--- src/design/bpcp_pkg.sv ---
`timescale 1ns / 1ps

package bpcp_pkg;

  localparam int TERM_COUNT = 23;
  localparam int COEF_W     = 24;
  localparam int POW_W      = 40;
  localparam int QUEUE_DEPTH = 2;

  // Configuration register indexes
  localparam logic [7:0] REG_TORQUE_MEAN    = 8'd0;
  localparam logic [7:0] REG_TORQUE_INV_STD = 8'd1;
  localparam logic [7:0] REG_SPEED_MEAN     = 8'd2;
  localparam logic [7:0] REG_SPEED_INV_STD  = 8'd3;

  localparam logic [23:0] TORQUE_MEAN_RST    = 24'd18595;
  localparam logic [23:0] TORQUE_INV_STD_RST = 24'd394525;
  localparam logic [23:0] SPEED_MEAN_RST     = 24'd120260;
  localparam logic [23:0] SPEED_INV_STD_RST  = 24'd55901;

  typedef struct packed {
    logic signed [15:0] torque;
    logic signed [15:0] speed;
  } sample_t;

  typedef struct packed {
    logic signed [47:0] dc_current;
    logic               saturated;
  } result_t;

  typedef struct packed {
    logic signed [23:0] torque_mean;
    logic        [23:0] torque_inv_std;
    logic signed [23:0] speed_mean;
    logic        [23:0] speed_inv_std;
  } cfg_regs_t;

  // Normalised word handed from the front to the back
  typedef struct packed {
    logic signed [15:0] xn;
    logic signed [15:0] yn;
    logic               clip;
    logic               degen;
  } norm_t;

  // Trained coefficients, Q8.16; all fit in 24 signed bits
  localparam logic signed [COEF_W-1:0] COEF [TERM_COUNT] = '{
    24'sd5892221, 24'sd3547670, 24'sd3555675, 24'sd231321, -24'sd91287,
    24'sd2050208, -24'sd19678, 24'sd95234, 24'sd125418, 24'sd145708,
    -24'sd6956, 24'sd171629, 24'sd12451, 24'sd75939, 24'sd114175,
    24'sd16763, 24'sd12542, -24'sd8705, -24'sd3950, 24'sd29505,
    24'sd982, -24'sd4340, -24'sd32913
  };

  localparam int EXP_X [TERM_COUNT] = '{
    0, 1, 0, 2, 0, 1, 3, 0, 2, 1, 4, 0, 3, 2, 1, 5, 0, 4, 3, 2, 1, 6, 0
  };
  localparam int EXP_Y [TERM_COUNT] = '{
    0, 0, 1, 0, 2, 1, 0, 3, 1, 2, 0, 4, 1, 2, 3, 0, 5, 1, 2, 3, 4, 0, 6
  };

endpackage

--- src/design/bpcp_queue.sv ---
`timescale 1ns / 1ps

module bpcp_queue (
  input  logic            clk,
  input  logic            rst,
  input  logic            push,
  input  bpcp_pkg::norm_t wdata,
  input  logic            pop,
  output bpcp_pkg::norm_t rdata,
  output logic            empty,
  output logic            full
);

  bpcp_pkg::norm_t store [bpcp_pkg::QUEUE_DEPTH];
  logic [$clog2(bpcp_pkg::QUEUE_DEPTH)-1:0] wptr, rptr;
  logic [$clog2(bpcp_pkg::QUEUE_DEPTH):0]   count;
  logic do_push, do_pop;

  assign do_push = push && !full;
  assign do_pop  = pop && !empty;
  assign empty   = (count == '0);
  assign full    = (count == ($clog2(bpcp_pkg::QUEUE_DEPTH)+1)'(bpcp_pkg::QUEUE_DEPTH));
  assign rdata   = store[rptr];

  always_ff @(posedge clk) begin
    if (rst) begin
      wptr  <= '0;
      rptr  <= '0;
      count <= '0;
    end else begin
      if (do_push) wptr <= wptr + 1'b1;
      if (do_pop)  rptr <= rptr + 1'b1;
      count <= count + (($clog2(bpcp_pkg::QUEUE_DEPTH)+1)'(do_push))
                     - (($clog2(bpcp_pkg::QUEUE_DEPTH)+1)'(do_pop));
    end
  end

  always_ff @(posedge clk) begin
    if (do_push) store[wptr] <= wdata;
  end

  a_no_overflow: assert property (@(posedge clk) disable iff (rst) !(push && full))
    else $error("word pushed into full queue");
  a_no_underflow: assert property (@(posedge clk) disable iff (rst) pop |-> !empty)
    else $error("word popped from empty queue");

endmodule

--- config.mk ---
export PLATFORM = sky130hd
export DESIGN_NAME = bpcp_queue
export DESIGN_NICKNAME = d
export VERILOG_FILES = /design/src/design/bpcp_pkg.sv /design/src/design/bpcp_queue.sv
export SDC_FILE = /design/constraint.sdc
export NUM_CORES = 1
export LEC_CHECK = 0
export BUFFER_PORTS_ARGS = -buffer_cell sky130_fd_sc_hd__buf_2
export CORE_ASPECT_RATIO = 0.9
export CORE_UTILIZATION = 53
export DETAILED_ROUTE_END_ITERATION = 10
export PLACE_DENSITY = 0.81
export SLEW_MARGIN = 20
export SYNTH_ARGS = -nofsm -noshare
export SYNTH_HDL_FRONTEND = slang
export SYNTH_SLANG_ARGS = --single-unit
--- constraint.sdc ---
create_clock -name clk -period 5.9 [get_ports clk]
set_input_delay 0.295 -clock clk [delete_from_list [all_inputs] [get_ports clk]]
set_output_delay 0.295 -clock clk [all_outputs]
set_load 0.02 [all_outputs]
==> impl_metrics.py <==
metrics = {
    "min_path": {
        "hold_start": "wdata[22]",
        "hold_path.class": "input port to flip-flop",
    },
    "placed_design": {
        "gp_congestion": 0.7023,
        "numPortBuffers": 73,
        "dp.cells": 269,
        "post_dp_cell_area_mm2": 0.003120,
        "dp_hpwl_um": 2574,
    },
    "global_route": {
        "antenna_found_initial": 0,
        "grt_pass1_wl_um": 6437,
        "grt-ovfl-total": 0,
        "grt_max_degree": 35,
        "grt_pass1_vias": 1395,
        "grt.total_usage_pct": 16.93,
    },
    "sta": {
        "slew_violations": 0,
        "fmax_ghz": 0.4791,
        "hold_viol_final": 0,
        "clock_skew_ns": 0.003748,
        "tightest_slew_ns": 0.8026,
        "setup_violations": 0,
        "slew_headroom_pct": 46.49,
        "finalSetupTns_ns": 0,
        "rsz0062_at_grt": "false",
        "period_minus_slack_ns": 2.087,
        "fin_crit_sh_pct": 35.38,
    },
    "yosys": {
        "synth_cells": 133,
        "yosysTopAreaCellShare_pct": 76.08,
        "ys_seq_elements": 73,
        "synth_area_mm2": 0.002684,
        "synth.distinct_cells": 21,
        "seq_area_frac_synth_pct": 79.81,
        "ys_warn_count": 0,
        "synth_common_cells": "edfxtp_1, mux2_2, dfxtp_1, nor2_1, inv_1",
        "synth_most_common_cell": "edfxtp_1",
        "synth_top_area_cell": "edfxtp_1",
        "synth_area_leaders": "edfxtp_1, mux2_2, dfxtp_1",
        "synth_ff_type": "edfxtp_1",
        "synth_area_per_cell_um2": 20.18,
        "synthArstFlopShare_pct": 0,
        "synth_edf_count": 68,
        "synth.net_count": 173,
    },
    "layout": {
        "num_antenna_cells": 0,
        "final_nets": 255,
        "stdcell_count": 285,
        "final_layout_size_suffix_gt1_share_pct": 57.73,
        "final_cell_area_mm2": 0.003293,
        "final_util_pct": 67.70,
        "syn_to_final_growth_pct": 22.70,
    },
    "clocking": {
        "cts_tree": "yes",
        "root_buffer": "clkbuf_8",
        "cts_setup_buffers": 0,
        "clock-sinks": 73,
        "clk_latency_ns": 0.34,
        "cts_buffers": 9,
        "clk_pin_slew_ns": 0.08,
        "h-tree-depth": 3,
        "ctsLongestPathBuffers": 2,
        "hold_buffers": 0,
        "cts-resized-gates": 0,
    },
    "power_and_ir_drop": {
        "ir_worst_vdd_v": 0.0002485,
        "leakage_nw": 1.259,
        "total_power_mw": 1.460,
        "powerDensity_mw_per_mm2": 443.4,
    },
    "floorplan": {
        "core_area_mm2": 0.004865,
        "initial_core_util_pct": 55.17,
        "die_area_mm2": 0.005353,
        "num_rows": 24,
        "fp.dieH_um": 69.51,
        "io_pins": 74,
        "chipWidth_um": 77.01,
    },
    "route": {
        "final_antenna_net_count": 0,
        "drc": 0,
        "vias": 1389,
        "wire_per_inst_um": 14.44,
        "vias_per_cell": 4.874,
        "drt-pass1-iter-count": 4,
        "drt_iter0_markers": 70,
        "wl_um": 4116,
    },
    "worst_setup_path": {
        "startpoint_type": "flip-flop",
        "cp_top_family": "buffers and inverters",
        "slowest_stage": "dfxtp_1",
        "endpoint_kind": "primary output",
        "path_max_fanout": 28,
        "critPathArrivalTime_ns": 1.79,
        "r2r_start": "count[0]$_SDFF_PP0_",
        "crit_buf_inv": 2,
        "crit_type": "flip-flop to primary output",
        "crit_chain": "buf_4 -> mux2_2 -> buf_2",
        "max_stage_delay_ns": 0.48,
        "crit_required_ns": 5.61,
    },
    "status": {
        "status": "completed",
    },
    "job": {
        "drv_cap": 0,
    },
}
[layer usage]
metal | vias up | routed length [um] | track usage [%]
met3 | 8 | 268 | 6.447
met4 | 0 | 81 | 10.27
met1 | 657 | 1828 | 20.81
met5 | - | 0 | 0
li1 | 670 | - | -
met2 | 54 | 1937 | 25.50
[state kept, by name, summed over array words and instances (netlist names), named ones only]
register / cells
store: 68
count: 2
wptr: 1
rptr: 1
[worst paths after layout]
check / to / slack [ns] / cells after the start
worst max register to register: store[0][12]$_DFFE_PP_ / 4.20 / 5
worst min-delay path: store[1][22]$_DFFE_PP_ / 0.14 / 1
worst min register to register: wptr$_SDFFE_PP0P_ / 0.50 / 2
worst max-delay path: rdata[24] / 3.81 / 3
[cell type report]
class | count | area (um2)
Clock buffer | 10 | 127.6
Clock inverter | 6 | 45.04
Fill cell | 350 | 1572
Inverter | 4 | 15.01
Multi-Input combinational cell | 52 | 501.7
Sequential cell | 73 | 2142
Tap cell | 65 | 81.33
Timing Repair Buffer | 75 | 380.4
[kinds of logic after synthesis]
| group | count (synthesis) | share of synthesized area, % |
|---|---|---|
| xor gates and xnor gates | 2 | 0.6528 |
| buffers and inverters | 8 | 1.492 |
| and+or+nand+nor | 11 | 2.191 |
| adders and majority gates | 2 | 0.9323 |
| muxes | 34 | 14.27 |
| DFF | 73 | 79.81 |
| AOI/OAI and AO/OA | 3 | 0.6524 |
[per-stage QoR]
| step | hold slack, ns | worst slack (ns) |
|---|---|---|
| after floorplan | 0.3641 | 3.949 |
| after global placement | 0.4760 | 4.179 |
| after detailed placement | 0.4753 | 4.162 |
| after CTS | 0.1153 | 3.772 |
| after global routing | 0.1141 | 3.718 |
| final | 0.1383 | 3.813 |
[report_power, final]
group          leakage (nW)  internal, mW  total (mW)  switching (mW)
logic                 0.504         0.180       0.437           0.258
registers             0.676         0.661       0.690          0.0291
clock network        0.0785         0.153       0.333           0.180
[cells in the final DEF (no fill, tap or decap), drive strengths merged, types with 2 or more instances in the layout]
| master | count |
|---|---|
| clkinv | 3 |
| edfxtp | 68 |
| clkinvlp | 3 |
| mux2 | 34 |
| buf | 75 |
| dfxtp | 5 |
| ha | 2 |
| clkbuf | 10 |
| nor2 | 4 |
| inv | 4 |
Note: power is estimated with default switching activity, not from simulation.
